===== src/hw/rtl/assert_macros.svh =====
// ----------------------------------------------------------------------------
// Assertion macros
// Shared concurrent assertion forms, clocked on clk and quiet during reset.
// ----------------------------------------------------------------------------
`ifndef ASSERT_MACROS_SVH
`define ASSERT_MACROS_SVH

// Check a property at every rising clock edge outside reset.
`define ASRT_ALWAYS(name, prop, msg) \
    name: assert property (@(posedge clk) disable iff (!rst_n) (prop)) else $error(msg);

// Check that a condition in one cycle implies another in the next cycle.
`define ASRT_NEXT(name, ante, cons, msg) \
    name: assert property (@(posedge clk) disable iff (!rst_n) (ante) |=> (cons)) \
        else $error(msg);

`endif


===== src/hw/rtl/pdwv_pkg.sv =====
// ----------------------------------------------------------------------------
// PD wheel velocity controller package
// Shared types, command and status structs, constants and helpers.
// ----------------------------------------------------------------------------
package pdwv_pkg;

    // Configuration port
    localparam int CFG_IDX_W  = 8;
    localparam int CFG_DATA_W = 16;

    localparam logic [CFG_IDX_W-1:0] REG_PROP_GAIN      = 8'd0;
    localparam logic [CFG_IDX_W-1:0] REG_DERIV_GAIN     = 8'd1;
    localparam logic [CFG_IDX_W-1:0] REG_DECAY_FRACTION = 8'd2;
    localparam logic [CFG_IDX_W-1:0] REG_ANGLE_SETPOINT = 8'd3;

    // Arithmetic constants
    localparam logic [31:0] MIN_STEP_US = 32'd100;
    localparam logic [31:0] US_PER_S    = 32'd1000000;

    // Divider sizing: two quotient bits per step
    localparam int          DIV_PAIRS_W = 6;
    localparam logic [DIV_PAIRS_W-1:0] RATE_PAIRS = 6'd18;
    localparam logic [DIV_PAIRS_W-1:0] INC_PAIRS  = 6'd32;

    // Multiplier operand selection
    typedef enum logic [2:0] {
        MUL_NONE,
        MUL_PROP,
        MUL_DIFF,
        MUL_DERIV,
        MUL_TORQUE,
        MUL_DECAY
    } mul_op_t;

    // Divider operand selection
    typedef enum logic {
        DIV_RATE,
        DIV_INC
    } div_op_t;

    // Sequencer states
    typedef enum logic [3:0] {
        ST_IDLE,
        ST_CHECK,
        ST_MUL_PROP,
        ST_MUL_DIFF,
        ST_DIV_RATE,
        ST_WAIT_RATE,
        ST_MUL_DERIV,
        ST_SUM,
        ST_MUL_TORQUE,
        ST_DIV_INC,
        ST_WAIT_INC,
        ST_ACC,
        ST_MUL_DECAY,
        ST_COMMIT,
        ST_DONE
    } state_t;

    // Controller to datapath commands
    typedef struct packed {
        logic    load_in;
        logic    eval_step;
        mul_op_t mul_op;
        logic    save_prop;
        logic    div_start;
        div_op_t div_op;
        logic    sum_torque;
        logic    acc_vel;
        logic    commit;
        logic    load_out;
    } cmd_t;

    // Datapath to controller status
    typedef struct packed {
        logic step_big;
        logic div_busy;
    } status_t;

    // Clamp a 50-bit signed value to the 32-bit signed range
    function automatic logic signed [31:0] sat32(input logic signed [49:0] v);
        logic fits;
        begin
            fits = (v[49:31] == {19{1'b0}}) || (v[49:31] == {19{1'b1}});
            if (fits)
                sat32 = v[31:0];
            else if (v[49])
                sat32 = 32'sh8000_0000;
            else
                sat32 = 32'sh7FFF_FFFF;
        end
    endfunction

endpackage


===== src/hw/rtl/pdwv_div.sv =====
// ----------------------------------------------------------------------------
// Iterative unsigned divider
// Restoring division of a 64-bit dividend by a 32-bit divisor, two quotient
// bits per cycle, for a selectable number of steps.
// ----------------------------------------------------------------------------
`include "assert_macros.svh"

module pdwv_div (
    input  logic                            clk,
    input  logic                            rst_n,
    input  logic                            start,
    input  logic [63:0]                     dividend,
    input  logic [31:0]                     divisor,
    input  logic [pdwv_pkg::DIV_PAIRS_W-1:0] pairs,
    output logic                            busy,
    output logic [63:0]                     quotient
);
    import pdwv_pkg::*;

    logic [63:0]            num_reg;
    logic [63:0]            num_next;
    logic [31:0]            rem_reg;
    logic [31:0]            rem_next;
    logic [31:0]            den_reg;
    logic [DIV_PAIRS_W-1:0] cnt_reg;
    logic [DIV_PAIRS_W-1:0] cnt_next;
    logic                   busy_reg;
    logic                   busy_next;

    logic [32:0] trial1;
    logic [32:0] trial2;
    logic        ge1;
    logic        ge2;
    logic [31:0] rem1;
    logic [63:0] num1;

    // Two restoring steps per cycle
    always_comb
    begin
        trial1 = {rem_reg, num_reg[63]};
        ge1    = trial1 >= {1'b0, den_reg};
        rem1   = ge1 ? 32'(trial1 - {1'b0, den_reg}) : trial1[31:0];
        num1   = {num_reg[62:0], ge1};

        trial2 = {rem1, num1[63]};
        ge2    = trial2 >= {1'b0, den_reg};
        rem_next = ge2 ? 32'(trial2 - {1'b0, den_reg}) : trial2[31:0];
        num_next = {num1[62:0], ge2};

        cnt_next  = cnt_reg - 1'b1;
        busy_next = (cnt_reg != {{(DIV_PAIRS_W-1){1'b0}}, 1'b1});
    end

    // Control: step count and busy flag
    always_ff @(posedge clk or negedge rst_n)
    begin
        if (!rst_n)
        begin
            cnt_reg  <= '0;
            busy_reg <= 1'b0;
        end
        else if (start)
        begin
            cnt_reg  <= pairs;
            busy_reg <= (pairs != '0);
        end
        else if (busy_reg)
        begin
            cnt_reg  <= cnt_next;
            busy_reg <= busy_next;
        end
    end

    // Operands and partial results
    always_ff @(posedge clk)
    begin
        if (start)
        begin
            num_reg <= dividend;
            rem_reg <= '0;
            den_reg <= divisor;
        end
        else if (busy_reg)
        begin
            num_reg <= num_next;
            rem_reg <= rem_next;
        end
    end

    assign busy     = busy_reg;
    assign quotient = num_reg;

    `ASRT_ALWAYS(a_no_restart, start |-> !busy_reg, "divider started while busy")

endmodule


===== src/hw/rtl/pdwv_dp.sv =====
// ----------------------------------------------------------------------------
// PD controller datapath
// Configuration registers, controller state, one shared signed multiplier,
// the iterative divider and the output word register.
// ----------------------------------------------------------------------------
`include "assert_macros.svh"

module pdwv_dp (
    input  logic                             clk,
    input  logic                             rst_n,
    input  pdwv_pkg::cmd_t                   cmd,
    output pdwv_pkg::status_t                status,
    input  logic                             cfg_we,
    input  logic [pdwv_pkg::CFG_IDX_W-1:0]   cfg_index,
    input  logic [pdwv_pkg::CFG_DATA_W-1:0]  cfg_data,
    input  logic signed [15:0]               tilt_angle,
    input  logic [31:0]                      timestamp_us,
    output logic signed [31:0]               wheel_velocity,
    output logic                             updated
);
    import pdwv_pkg::*;

    // Configuration
    logic signed [15:0] prop_gain_reg;
    logic signed [15:0] deriv_gain_reg;
    logic        [15:0] decay_fraction_reg;
    logic signed [15:0] angle_setpoint_reg;

    // Controller state
    logic signed [15:0] prev_angle_reg;
    logic        [31:0] prev_time_reg;
    logic signed [31:0] velocity_acc_reg;

    // Working registers
    logic signed [15:0] angle_reg;
    logic        [31:0] now_reg;
    logic        [31:0] step_reg;
    logic               upd_reg;
    logic signed [65:0] prod_reg;
    logic signed [32:0] tq_p_reg;
    logic signed [31:0] torque_reg;
    logic signed [31:0] vel_reg;
    logic signed [31:0] wheel_velocity_reg;
    logic               updated_reg;

    // Combinational terms
    logic signed [16:0] err;
    logic signed [16:0] diff;
    logic signed [65:0] prod_mag;
    logic signed [32:0] deriv;
    logic signed [32:0] torque_mag;
    logic        [16:0] keep;
    logic signed [32:0] mul_a;
    logic signed [32:0] mul_b;
    logic signed [65:0] product;
    logic signed [49:0] tq_sum;
    logic signed [44:0] inc;
    logic signed [49:0] vel_sum;
    logic signed [48:0] decay_biased;
    logic        [63:0] div_dividend;
    logic        [31:0] div_divisor;
    logic [DIV_PAIRS_W-1:0] div_pairs;
    logic               div_busy;
    logic        [63:0] div_quot;

    // Operand preparation
    always_comb
    begin
        err        = {angle_reg[15], angle_reg} - {angle_setpoint_reg[15], angle_setpoint_reg};
        diff       = {angle_reg[15], angle_reg} - {prev_angle_reg[15], prev_angle_reg};
        prod_mag   = prod_reg[65] ? -prod_reg : prod_reg;
        deriv      = prod_reg[65] ? -$signed({2'b00, div_quot[30:0]})
                                  :  $signed({2'b00, div_quot[30:0]});
        torque_mag = torque_reg[31] ? -{torque_reg[31], torque_reg}
                                    :  {torque_reg[31], torque_reg};
        keep       = 17'h10000 - {1'b0, decay_fraction_reg};
    end

    // Shared multiplier operand select
    always_comb
    begin
        case (cmd.mul_op)
            MUL_PROP:
            begin
                mul_a = {{17{prop_gain_reg[15]}}, prop_gain_reg};
                mul_b = {{16{err[16]}}, err};
            end
            MUL_DIFF:
            begin
                mul_a = {{16{diff[16]}}, diff};
                mul_b = {1'b0, US_PER_S};
            end
            MUL_DERIV:
            begin
                mul_a = {{17{deriv_gain_reg[15]}}, deriv_gain_reg};
                mul_b = deriv;
            end
            MUL_TORQUE:
            begin
                mul_a = torque_mag;
                mul_b = {1'b0, step_reg};
            end
            MUL_DECAY:
            begin
                mul_a = {vel_reg[31], vel_reg};
                mul_b = {16'd0, keep};
            end
            default:
            begin
                mul_a = '0;
                mul_b = '0;
            end
        endcase
        product = mul_a * mul_b;
    end

    // Divider operand select
    always_comb
    begin
        case (cmd.div_op)
            DIV_RATE:
            begin
                div_dividend = {prod_mag[35:0], 28'd0};
                div_divisor  = step_reg;
                div_pairs    = RATE_PAIRS;
            end
            DIV_INC:
            begin
                div_dividend = prod_reg[63:0];
                div_divisor  = US_PER_S;
                div_pairs    = INC_PAIRS;
            end
            default:
            begin
                div_dividend = '0;
                div_divisor  = US_PER_S;
                div_pairs    = '0;
            end
        endcase
    end

    pdwv_div u_div (
        .clk      (clk),
        .rst_n    (rst_n),
        .start    (cmd.div_start),
        .dividend (div_dividend),
        .divisor  (div_divisor),
        .pairs    (div_pairs),
        .busy     (div_busy),
        .quotient (div_quot)
    );

    // Torque sum, increment and decay arithmetic
    always_comb
    begin
        tq_sum       = {{17{tq_p_reg[32]}}, tq_p_reg} + {prod_reg[48], prod_reg[48:0]};
        inc          = torque_reg[31] ? -$signed({1'b0, div_quot[43:0]})
                                      :  $signed({1'b0, div_quot[43:0]});
        vel_sum      = {{18{velocity_acc_reg[31]}}, velocity_acc_reg}
                     + {{5{inc[44]}}, inc};
        decay_biased = prod_reg[48:0] + (prod_reg[48] ? 49'sd65535 : 49'sd0);
    end

    // Configuration writes; unknown indexes drop
    always_ff @(posedge clk or negedge rst_n)
    begin
        if (!rst_n)
        begin
            prop_gain_reg      <= '0;
            deriv_gain_reg     <= '0;
            decay_fraction_reg <= '0;
            angle_setpoint_reg <= '0;
        end
        else if (cfg_we)
        begin
            case (cfg_index)
                REG_PROP_GAIN:      prop_gain_reg      <= cfg_data;
                REG_DERIV_GAIN:     deriv_gain_reg     <= cfg_data;
                REG_DECAY_FRACTION: decay_fraction_reg <= cfg_data;
                REG_ANGLE_SETPOINT: angle_setpoint_reg <= cfg_data;
                default:            ;
            endcase
        end
    end

    // Controller state: advance only on an updating word
    always_ff @(posedge clk or negedge rst_n)
    begin
        if (!rst_n)
        begin
            prev_angle_reg   <= '0;
            prev_time_reg    <= '0;
            velocity_acc_reg <= '0;
            upd_reg          <= 1'b0;
        end
        else
        begin
            if (cmd.eval_step)
                upd_reg <= step_reg > MIN_STEP_US;
            if (cmd.commit)
            begin
                velocity_acc_reg <= decay_biased[47:16];
                prev_angle_reg   <= angle_reg;
                prev_time_reg    <= now_reg;
            end
        end
    end

    // Working registers
    always_ff @(posedge clk)
    begin
        if (cmd.load_in)
        begin
            angle_reg <= tilt_angle;
            now_reg   <= timestamp_us;
            step_reg  <= timestamp_us - prev_time_reg;
        end
        if (cmd.mul_op != MUL_NONE)
            prod_reg <= product;
        if (cmd.save_prop)
            tq_p_reg <= prod_reg[32:0];
        if (cmd.sum_torque)
            torque_reg <= sat32({tq_sum[48:0], 1'b0});
        if (cmd.acc_vel)
            vel_reg <= sat32(vel_sum);
        if (cmd.load_out)
        begin
            wheel_velocity_reg <= velocity_acc_reg;
            updated_reg        <= upd_reg;
        end
    end

    assign status.step_big = step_reg > MIN_STEP_US;
    assign status.div_busy = div_busy;
    assign wheel_velocity  = wheel_velocity_reg;
    assign updated         = updated_reg;

    `ASRT_ALWAYS(a_commit_on_update, cmd.commit |-> upd_reg, "state committed on a short step")

endmodule


===== src/hw/rtl/pdwv_ctrl.sv =====
// ----------------------------------------------------------------------------
// PD controller sequencer
// Accepts input words, steps the datapath through the update and hands the
// result to the output register.
// ----------------------------------------------------------------------------
`include "assert_macros.svh"

module pdwv_ctrl (
    input  logic              clk,
    input  logic              rst_n,
    input  logic              in_valid,
    output logic              in_stall,
    output logic              out_valid,
    input  logic              out_stall,
    output pdwv_pkg::cmd_t    cmd,
    input  pdwv_pkg::status_t status
);
    import pdwv_pkg::*;

    state_t state_reg;
    state_t state_next;
    logic   out_valid_reg;
    logic   out_valid_next;

    // State and output valid registers
    always_ff @(posedge clk or negedge rst_n)
    begin
        if (!rst_n)
        begin
            state_reg     <= ST_IDLE;
            out_valid_reg <= 1'b0;
        end
        else
        begin
            state_reg     <= state_next;
            out_valid_reg <= out_valid_next;
        end
    end

    // Next state and commands
    always_comb
    begin
        state_next = state_reg;
        cmd        = '0;
        in_stall   = 1'b1;

        case (state_reg)
            ST_IDLE:
            begin
                in_stall = 1'b0;
                if (in_valid)
                begin
                    cmd.load_in = 1'b1;
                    state_next  = ST_CHECK;
                end
            end
            ST_CHECK:
            begin
                cmd.eval_step = 1'b1;
                state_next    = status.step_big ? ST_MUL_PROP : ST_DONE;
            end
            ST_MUL_PROP:
            begin
                cmd.mul_op = MUL_PROP;
                state_next = ST_MUL_DIFF;
            end
            ST_MUL_DIFF:
            begin
                cmd.mul_op    = MUL_DIFF;
                cmd.save_prop = 1'b1;
                state_next    = ST_DIV_RATE;
            end
            ST_DIV_RATE:
            begin
                cmd.div_start = 1'b1;
                cmd.div_op    = DIV_RATE;
                state_next    = ST_WAIT_RATE;
            end
            ST_WAIT_RATE:
            begin
                if (!status.div_busy)
                    state_next = ST_MUL_DERIV;
            end
            ST_MUL_DERIV:
            begin
                cmd.mul_op = MUL_DERIV;
                state_next = ST_SUM;
            end
            ST_SUM:
            begin
                cmd.sum_torque = 1'b1;
                state_next     = ST_MUL_TORQUE;
            end
            ST_MUL_TORQUE:
            begin
                cmd.mul_op = MUL_TORQUE;
                state_next = ST_DIV_INC;
            end
            ST_DIV_INC:
            begin
                cmd.div_start = 1'b1;
                cmd.div_op    = DIV_INC;
                state_next    = ST_WAIT_INC;
            end
            ST_WAIT_INC:
            begin
                cmd.div_op = DIV_INC;
                if (!status.div_busy)
                    state_next = ST_ACC;
            end
            ST_ACC:
            begin
                cmd.div_op  = DIV_INC;
                cmd.acc_vel = 1'b1;
                state_next  = ST_MUL_DECAY;
            end
            ST_MUL_DECAY:
            begin
                cmd.mul_op = MUL_DECAY;
                state_next = ST_COMMIT;
            end
            ST_COMMIT:
            begin
                cmd.commit = 1'b1;
                state_next = ST_DONE;
            end
            ST_DONE:
            begin
                // Hold until the output register is free
                if (!out_valid_reg || !out_stall)
                begin
                    cmd.load_out = 1'b1;
                    state_next   = ST_IDLE;
                end
            end
            default:
            begin
                state_next = ST_IDLE;
            end
        endcase
    end

    // Output word valid: set on load, drop once taken
    always_comb
    begin
        if (cmd.load_out)
            out_valid_next = 1'b1;
        else if (!out_stall)
            out_valid_next = 1'b0;
        else
            out_valid_next = out_valid_reg;
    end

    assign out_valid = out_valid_reg;

    `ASRT_ALWAYS(a_divider_waited, status.div_busy |-> (state_reg == ST_WAIT_RATE || state_reg == ST_WAIT_INC), "divider busy outside a wait state")
    `ASRT_ALWAYS(a_result_from_done, $rose(out_valid_reg) |-> $past(state_reg == ST_DONE), "result word raised outside the done state")
    `ASRT_NEXT(a_taken_while_loading, cmd.load_out, out_valid_reg, "loaded result word not presented")

endmodule


===== src/hw/rtl/pd_wheel_velocity_controller_top.sv =====
// ----------------------------------------------------------------------------
// PD wheel velocity controller
// Proportional-derivative torque from tilt angle and rate, integrated into a
// leaky, saturating wheel velocity.
// ----------------------------------------------------------------------------
// Each input word (tilt angle, microsecond timestamp) yields exactly one
// result word (wheel velocity, updated flag). A word whose step since the
// last update is 100 us or less returns the held velocity. An updating
// word holds in_stall until its result is loaded for presentation, and
// most of that time goes to the shared divider, which retires two
// quotient bits per cycle: 18 steps for the angle rate and 32 steps for
// the velocity increment, with the shared multiplier used around them.
// A new word is accepted while the previous result still waits on
// out_stall.
// Configuration writes are always ready and must only be issued while idle.
// ----------------------------------------------------------------------------
module pd_wheel_velocity_controller_top (
    input  logic                             clk,
    input  logic                             rst_n,
    input  logic                             in_valid,
    output logic                             in_stall,
    input  logic signed [15:0]               tilt_angle,
    input  logic [31:0]                      timestamp_us,
    output logic                             out_valid,
    input  logic                             out_stall,
    output logic signed [31:0]               wheel_velocity,
    output logic                             updated,
    input  logic                             cfg_valid,
    output logic                             cfg_ready,
    input  logic [pdwv_pkg::CFG_IDX_W-1:0]   cfg_index,
    input  logic [pdwv_pkg::CFG_DATA_W-1:0]  cfg_data
);
    import pdwv_pkg::*;

    cmd_t    cmd;
    status_t status;
    logic    cfg_we;

    // Configuration writes are always accepted and never stall
    assign cfg_ready = 1'b1;
    assign cfg_we    = cfg_valid && cfg_ready;

    pdwv_ctrl u_ctrl (
        .clk       (clk),
        .rst_n     (rst_n),
        .in_valid  (in_valid),
        .in_stall  (in_stall),
        .out_valid (out_valid),
        .out_stall (out_stall),
        .cmd       (cmd),
        .status    (status)
    );

    pdwv_dp u_dp (
        .clk            (clk),
        .rst_n          (rst_n),
        .cmd            (cmd),
        .status         (status),
        .cfg_we         (cfg_we),
        .cfg_index      (cfg_index),
        .cfg_data       (cfg_data),
        .tilt_angle     (tilt_angle),
        .timestamp_us   (timestamp_us),
        .wheel_velocity (wheel_velocity),
        .updated        (updated)
    );

endmodule

===== config.mk =====
export PLATFORM = sky130hd
export DESIGN_NAME = pd_wheel_velocity_controller_top
export DESIGN_NICKNAME = d
export VERILOG_FILES = /design/src/hw/rtl/pdwv_pkg.sv /design/src/hw/rtl/pdwv_div.sv /design/src/hw/rtl/pdwv_dp.sv /design/src/hw/rtl/pdwv_ctrl.sv /design/src/hw/rtl/pd_wheel_velocity_controller_top.sv
export VERILOG_INCLUDE_DIRS = /design/src /design/src/hw/rtl
export SDC_FILE = /design/constraint.sdc
export NUM_CORES = 2
export LEC_CHECK = 0
export BUFFER_PORTS_ARGS = -buffer_cell sky130_fd_sc_hd__buf_4
export CORE_ASPECT_RATIO = 0.8
export CORE_UTILIZATION = 40
export DETAILED_ROUTE_END_ITERATION = 10
export PLACE_DENSITY_LB_ADDON = 0.12
export SLEW_MARGIN = 20
export SYNTH_ARGS = -nofsm -noshare
export SYNTH_HDL_FRONTEND = slang
export SYNTH_SLANG_ARGS = --single-unit

===== constraint.sdc =====
create_clock -name clk -period 12.4 [get_ports clk]
set_clock_uncertainty 0.05 [all_clocks]
set_input_delay 1.24 -clock clk [delete_from_list [all_inputs] [get_ports clk]]
set_output_delay 1.24 -clock clk [all_outputs]
set_load 0.1 [all_outputs]

### Yosys cells after proc, flatten, opt, wreduce, memory -nomap -nowiden

Cells that the tools add are included.

* add/sub/neg operators: 14
* $mul: 1
* magnitude comparators: 3
* equal/unequal tests: 30
* mux-type cells: 43
* bitwise gates (word level): 1
* reduce and logical (&&, ||, !) cells: 19

Operator list (count)
* 33-bit case mux with 5 select lines: 2
* 32-bit two-way mux: 6
* 64-bit two-way mux: 2
* 64-bit case mux with 2 select lines: 1
* 32-bit subtractor: 3
* 33-bit by 32-bit >= comparator with 1-bit output: 2
* 33-bit by 33-bit multiplier with 66-bit output: 1
* 33-bit two-way mux: 2
* 32-bit case mux with 2 select lines: 1
* 4-bit case mux with 15 select lines: 1
* 33-bit by 49-bit adder with 49-bit output: 1
* 48-bit by 16-bit adder with 48-bit output: 1
* 32-bit by 45-bit adder with 46-bit output: 1
* 45-bit two-way mux: 1
* 44-bit negator with 45-bit output: 1
* 19-bit equality test, second input constant: 2
* 19-bit logical NOT: 2
* 36-bit two-way mux: 1
* 36-bit negator: 1
* 16-bit by 16-bit subtractor with 17-bit output: 2
* 31-bit negator with 33-bit output: 1
* 33-bit negator: 1
* 32-bit by 7-bit greater-than comparator with 1-bit output, second input constant: 1
* 4-bit equality test, second input constant: 7
* 31 further kinds: 67

* bits in registers: 561
* input port bits: 77
* output and inout bits: 36
* logic and storage cells: 136

### Depth between registers and ports, before layout

* word-level depth: 7
* mapped depth: 45
* gate-level depth less buffers: 44

### Modules after synthesis

Synthesis repeated with hierarchy kept, for this count alone.

* cell total of the unflattened synthesis: 8307
* area total of the unflattened synthesis: 76554.7 µm²

Modules (own cells, without submodules)
* pdwv_dp: instances 1, cells each 7345, area an instance 66872.9 µm², seq. area each 11886.4 µm²
* pdwv_div: instances 1, cells each 908, area an instance 9256.4 µm², seq. area each 3698.5 µm²
* pdwv_ctrl: instances 1, cells each 52, area an instance 414.1 µm², seq. area each 125.1 µm²
* pd_wheel_velocity_controller_top: instances 1, cells each 2, area an instance 11.3 µm², seq. area each 0.0 µm²

### Worst setup path before layout

No wires, ideal clock.

* kind: reg-to-reg
* from: register u_dp.angle_reg[0]
* to: register u_dp.prod_reg[62], data pin
* setup time: 0.265 ns
* arrival: 10.317 ns
* required time: 12.085 ns
* slack: 1.768 ns
* stages on the path, launching flop included: 43
* buffers on the path: 3
* period minus slack after synthesis: 10.632 ns
* path through: edfxtp_1 inv_1 ha_1 fa_1 nor2b_1 o21ai_0 a21boi_0 o21ai_0 a21boi_0 o2111ai_1 a311oi_1 o22a_1 o21ai_1 buf_2 a211oi_2 clkbuf_1 nor2_1 fa_1 [... 7 more ...] fa_1 inv_1 fa_1 inv_1 ha_1 clkbuf_1 a21oi_1 o21ai_0 a311o_1 o311ai_0 o2111ai_1 a41oi_1 o21ai_0 nand3b_1 a21oi_1 a31oi_1 a32oi_1 xor2_1

* cells in the longest elaborated chain, start to end: 3
* elaborated cells on any way between the ends: 5
* those cells by class: 2 x add/sub; 1 x mul; 2 x mux

Ends and longest elaborated chain
* start, declared: line pdwv_dp.sv:35 `logic signed [15:0] angle_reg;`
* start signal, assigned: line pdwv_dp.sv:214 `angle_reg <= tilt_angle;`
* 16-bit by 16-bit subtractor with 17-bit output, on equally long branches: line pdwv_dp.sv:70, pdwv_dp.sv:69
* 33-bit case mux with 5 select lines: line pdwv_dp.sv:82 `case (cmd.mul_op)`
* 33-bit by 33-bit multiplier with 66-bit output *: line pdwv_dp.sv:114 `product = mul_a * mul_b;`
* net u_dp.product[62]: line pdwv_dp.sv:55 `logic signed [65:0] product;`
* end signal, assigned: line pdwv_dp.sv:219 `prod_reg <= product;`
* end, declared: line pdwv_dp.sv:39 `logic signed [65:0] prod_reg;`

Mark *: on every way through the listed nets, which the timed path passes. The rest lies on a longest branch.
A chain may end at the register's enable or synchronous reset.

### Final worst setup path

* from: register u_dp.angle_reg[1]
* to: register u_dp.prod_reg[53], data pin

The elaborated chain is that of the path after synthesis.

==> summary.txt <==
Power and ir drop
  – Switching Share: 0.557
  – Worst IR Drop VDD: 0.230 mV
  – Clock power frac: 0.077
  – Pleak: 38.1 nW
  – Internal: 0.0108 W
  – Seq pwr share: 0.158
  – Pwr/cell area: 299 nW/um2
  – Gate power share: 0.765
  – Switching pwr: 0.0135 W

Timing
  – Unrepaired setup endpoints after global routing: no
  – Slew Limit Fails: 0
  – Hold Violations, Final: 0
  – Final setup vio count: 0
  – Crit path time final: 12,020 ps
  – Worst-Margin Slew: 1220 ps
  – Fmax: 0.0832 GHz
  – Setup_tns: 0 ps
  – Post-route clock period utilization: 0.969
  – Slew HR: 0.189

Flow run
  – Max cap viols: 0

Drt
  – Drt total wl: 270,000 um
  – Via density: 5.55
  – Antenna-violating nets left: 0
  – WL/cell: 25.5 um
  – Vias after detailed routing: 58.6k
  – Drt first pass iters: 6
  – DRC: 0
  – Iteration-0 DRC Markers: 5,854

Clock tree
  – CTS sink cnt: 560
  – H-tree levels: 2
  – Worst-Skew Late Latency: 690 ps
  – Clock root cell: clkbuf_16
  – Maximum clock path buffer count: 3
  – Total CTS buffers: 55
  – Hold buffer count at CTS: 0
  – Clock-pin slew on the worst setup and hold paths: 80 ps
  – CTS tree: yes

Setup path
  – Worst r2r path cells: 41
  – Worst setup EP type: flip-flop
  – Max stage delay cell, worst path: fa_1
  – Crit-path max FO: 21
  – WP data required: 12,790 ps
  – Worst r2r src: u_dp.angle_reg[1]$_DFFE_PP_
  – Crit-path max cell delay: 630 ps
  – Setup crit start: u_dp.angle_reg[1]$_DFFE_PP_
  – FF-to-FF setup slack: 380 ps
  – CP most frequent cell: fa_1
  – Crit start category: flip-flop
  – Critical path type: reg2reg
  – Worst Path Arrival: 12,410 ps
  – Worst R2R End: u_dp.prod_reg[53]$_DFFE_PP_

Global route
  – Total gr overflow: 0
  – Met2 Usage GRT: 0.389
  – GRT Total Usage: 0.288
  – Met1 usage: 0.448
  – First-pass GRT wire length: 400,000 um
  – Largest net degree at the start of global routing: 66
  – Met3 GRT Util: 0.0819
  – Vias in the first global route: 58.5k
  – Antenna violations before repair: 8
  – Busiest layer in global routing: met1

Yosys
  – Synth warn: 0
  – Syn Inst Count: 8,016
  – Post-Syn Area: 74,600 um2
  – Synth top area cells: fa_1, edfxtp_1, ha_1, inv_1, dfrtp_1
  – Top-area cell type share of the netlist area: 0.309
  – Synthesized area per cell: 9.31 um2
  – Commonest cells in the netlist: inv_1, fa_1, nand2_1, nor2_1, ha_1
  – Synth cell types: 97
  – Largest area contributor in the synthesized netlist: fa_1
  – Ys async rst share: 0.280
  – Syn Nets: 9,703
  – EDFF count, synth: 371
  – #FFs+latches synth: 560
  – Primary FF master, synth: edfxtp_1
  – Sequential fraction of the synthesis area: 0.210
  – Most numerous cell in the Yosys netlist: inv_1

Finish
  – Layout area overhead: 8.99%
  – Final #Nets: 9,767
  – Layout cells sized above 1: 0.0785
  – Final cell count without fillers: 10.6k
  – Max reg flops: 65

Hold path
  – HP Class: reg2reg
  – HP Start: u_dp.now_reg[31]$_DFFE_PP_
  – Min-Delay Path Depth: 2
  – Hold Path Sink: u_dp.prev_time_reg[31]$_DFFE_PN0N_

Placed design
  – Post-Place Cells: 10.5k
  – Port bufs: 111
  – HPWL after DPL: 221,000 um
  – Gpl congestion: 0.957

Floorplanning
  – Die span in x: 485 um
  – Die height: 388 um
  – Core area: 185,000 um2
  – Die area: 188,000 um2
  – FP Rows: 141
  – I/O pin total: 113
  – Initial core utilization: 0.403

Run status
  – Outcome: finished, final reports clean
==> what timing repair did <==
| item | 4_1_cts | 5_1_grt |
|---|---|---|
| buffers inserted | 0 | 2 |
| endpoints found under the hold margin | 0 | 0 |
| endpoints found under the setup margin | 0 | 10 |
| resized for setup | 0 | 7 |
==> how the worst max path moves through the flow <==
stage	end	slack [ps]	cells after the start
detailed placement	u_dp.prod_reg[65]$_DFFE_PP_	500	40
CTS	u_dp.prod_reg[65]$_DFFE_PP_	470	40
finish	u_dp.prod_reg[53]$_DFFE_PP_	380	41
floorplan	u_dp.prod_reg[62]$_DFFE_PP_	1770	42
global placement	u_dp.prod_reg[65]$_DFFE_PP_	460	40
global route	u_dp.prod_reg[65]$_DFFE_PP_	6	41
==> cell usage in the layout, fill, tap and decap left out, drive strengths merged, types with 33 or more instances in the layout <==
cell    count
and3       43
a21oi     320
or3        45
ha        458
dfrtp     157
o21ai     385
xor2      193
o21bai     34
inv      1360
nand2     899
fa       1152
xnor2     244
nor2b      72
clkbuf     63
a211o      34
edfxtp    371
nor2      739
nand2b     80
and2       54
nand3      87
nor3       69
o31ai      44
mux2       73
buf       353
a211oi     56
a22oi      44
a31oi      33
a21o      146
nand4      45
==> metal layers <==
metal	vias up	part of all wire
met4	6	0.025
met3	260	0.11
met5	-	0.00013
met2	2440	0.39
li1	26000	-
met1	29900	0.47
==> critical path: cells and delay by family (launching register included) <==
kind | cells | cell delay, ps
adder cells (fa/ha/maj) | 10 | 4820
AO/OA/AOI/OAI | 16 | 3730
AND/OR/NAND/NOR | 6 | 1260
buffers and inverters | 7 | 950
flip-flops | 1 | 440
multiplexers | 1 | 400
XOR/XNOR | 1 | 130
==> power by group through the flow <==
stage                     Sequential (W)  Clock (W)  Combinational, W
after global placement           0.00385          0            0.0182
after global routing             0.00390    0.00197            0.0204
final                            0.00385    0.00186            0.0186
after floorplan                  0.00353          0            0.0121
after CTS                        0.00383    0.00189            0.0184
after detailed placement         0.00385          0            0.0182
==> layout make-up <==
| type | instances | area (um2) |
|---|---|---|
| flip-flops and latches | 560 | 15700 |
| multi-input cells | 5752 | 52900 |
| clock inverters | 37 | 464 |
| repair buffers | 353 | 2720 |
| well taps | 2431 | 3040 |
| inverters | 1358 | 5100 |
| fillers | 18100 | 104000 |
| diodes | 1 | 2.50 |
| clock buffers | 63 | 1440 |
==> stage by stage <==
stage	area, um2	power [W]	setup slack, ps	util	hold WS (ps)
after global placement	79400	0.0220	463	0.429	372
after floorplan	74600	0.0156	1770	-	365
after CTS	81300	0.0241	468	0.439	379
final	81300	0.0243	378	0.440	380
after detailed placement	79400	0.0221	502	0.429	393
after global routing	81300	0.0262	5.75	0.440	404
==> cells by family after synthesis <==
logic type | after synthesis | share of synthesized area
adders and majority gates | 1610 | 0.386
and+or+nand+nor | 2253 | 0.133
muxes | 100 | 0.0146
xor gates and xnor gates | 437 | 0.0513
DFF | 560 | 0.210
other | 1 | 0.0000502
buffers and inverters | 1705 | 0.0866
AOI/OAI and AO/OA | 1350 | 0.118
Power figures use the tool's default switching activity.
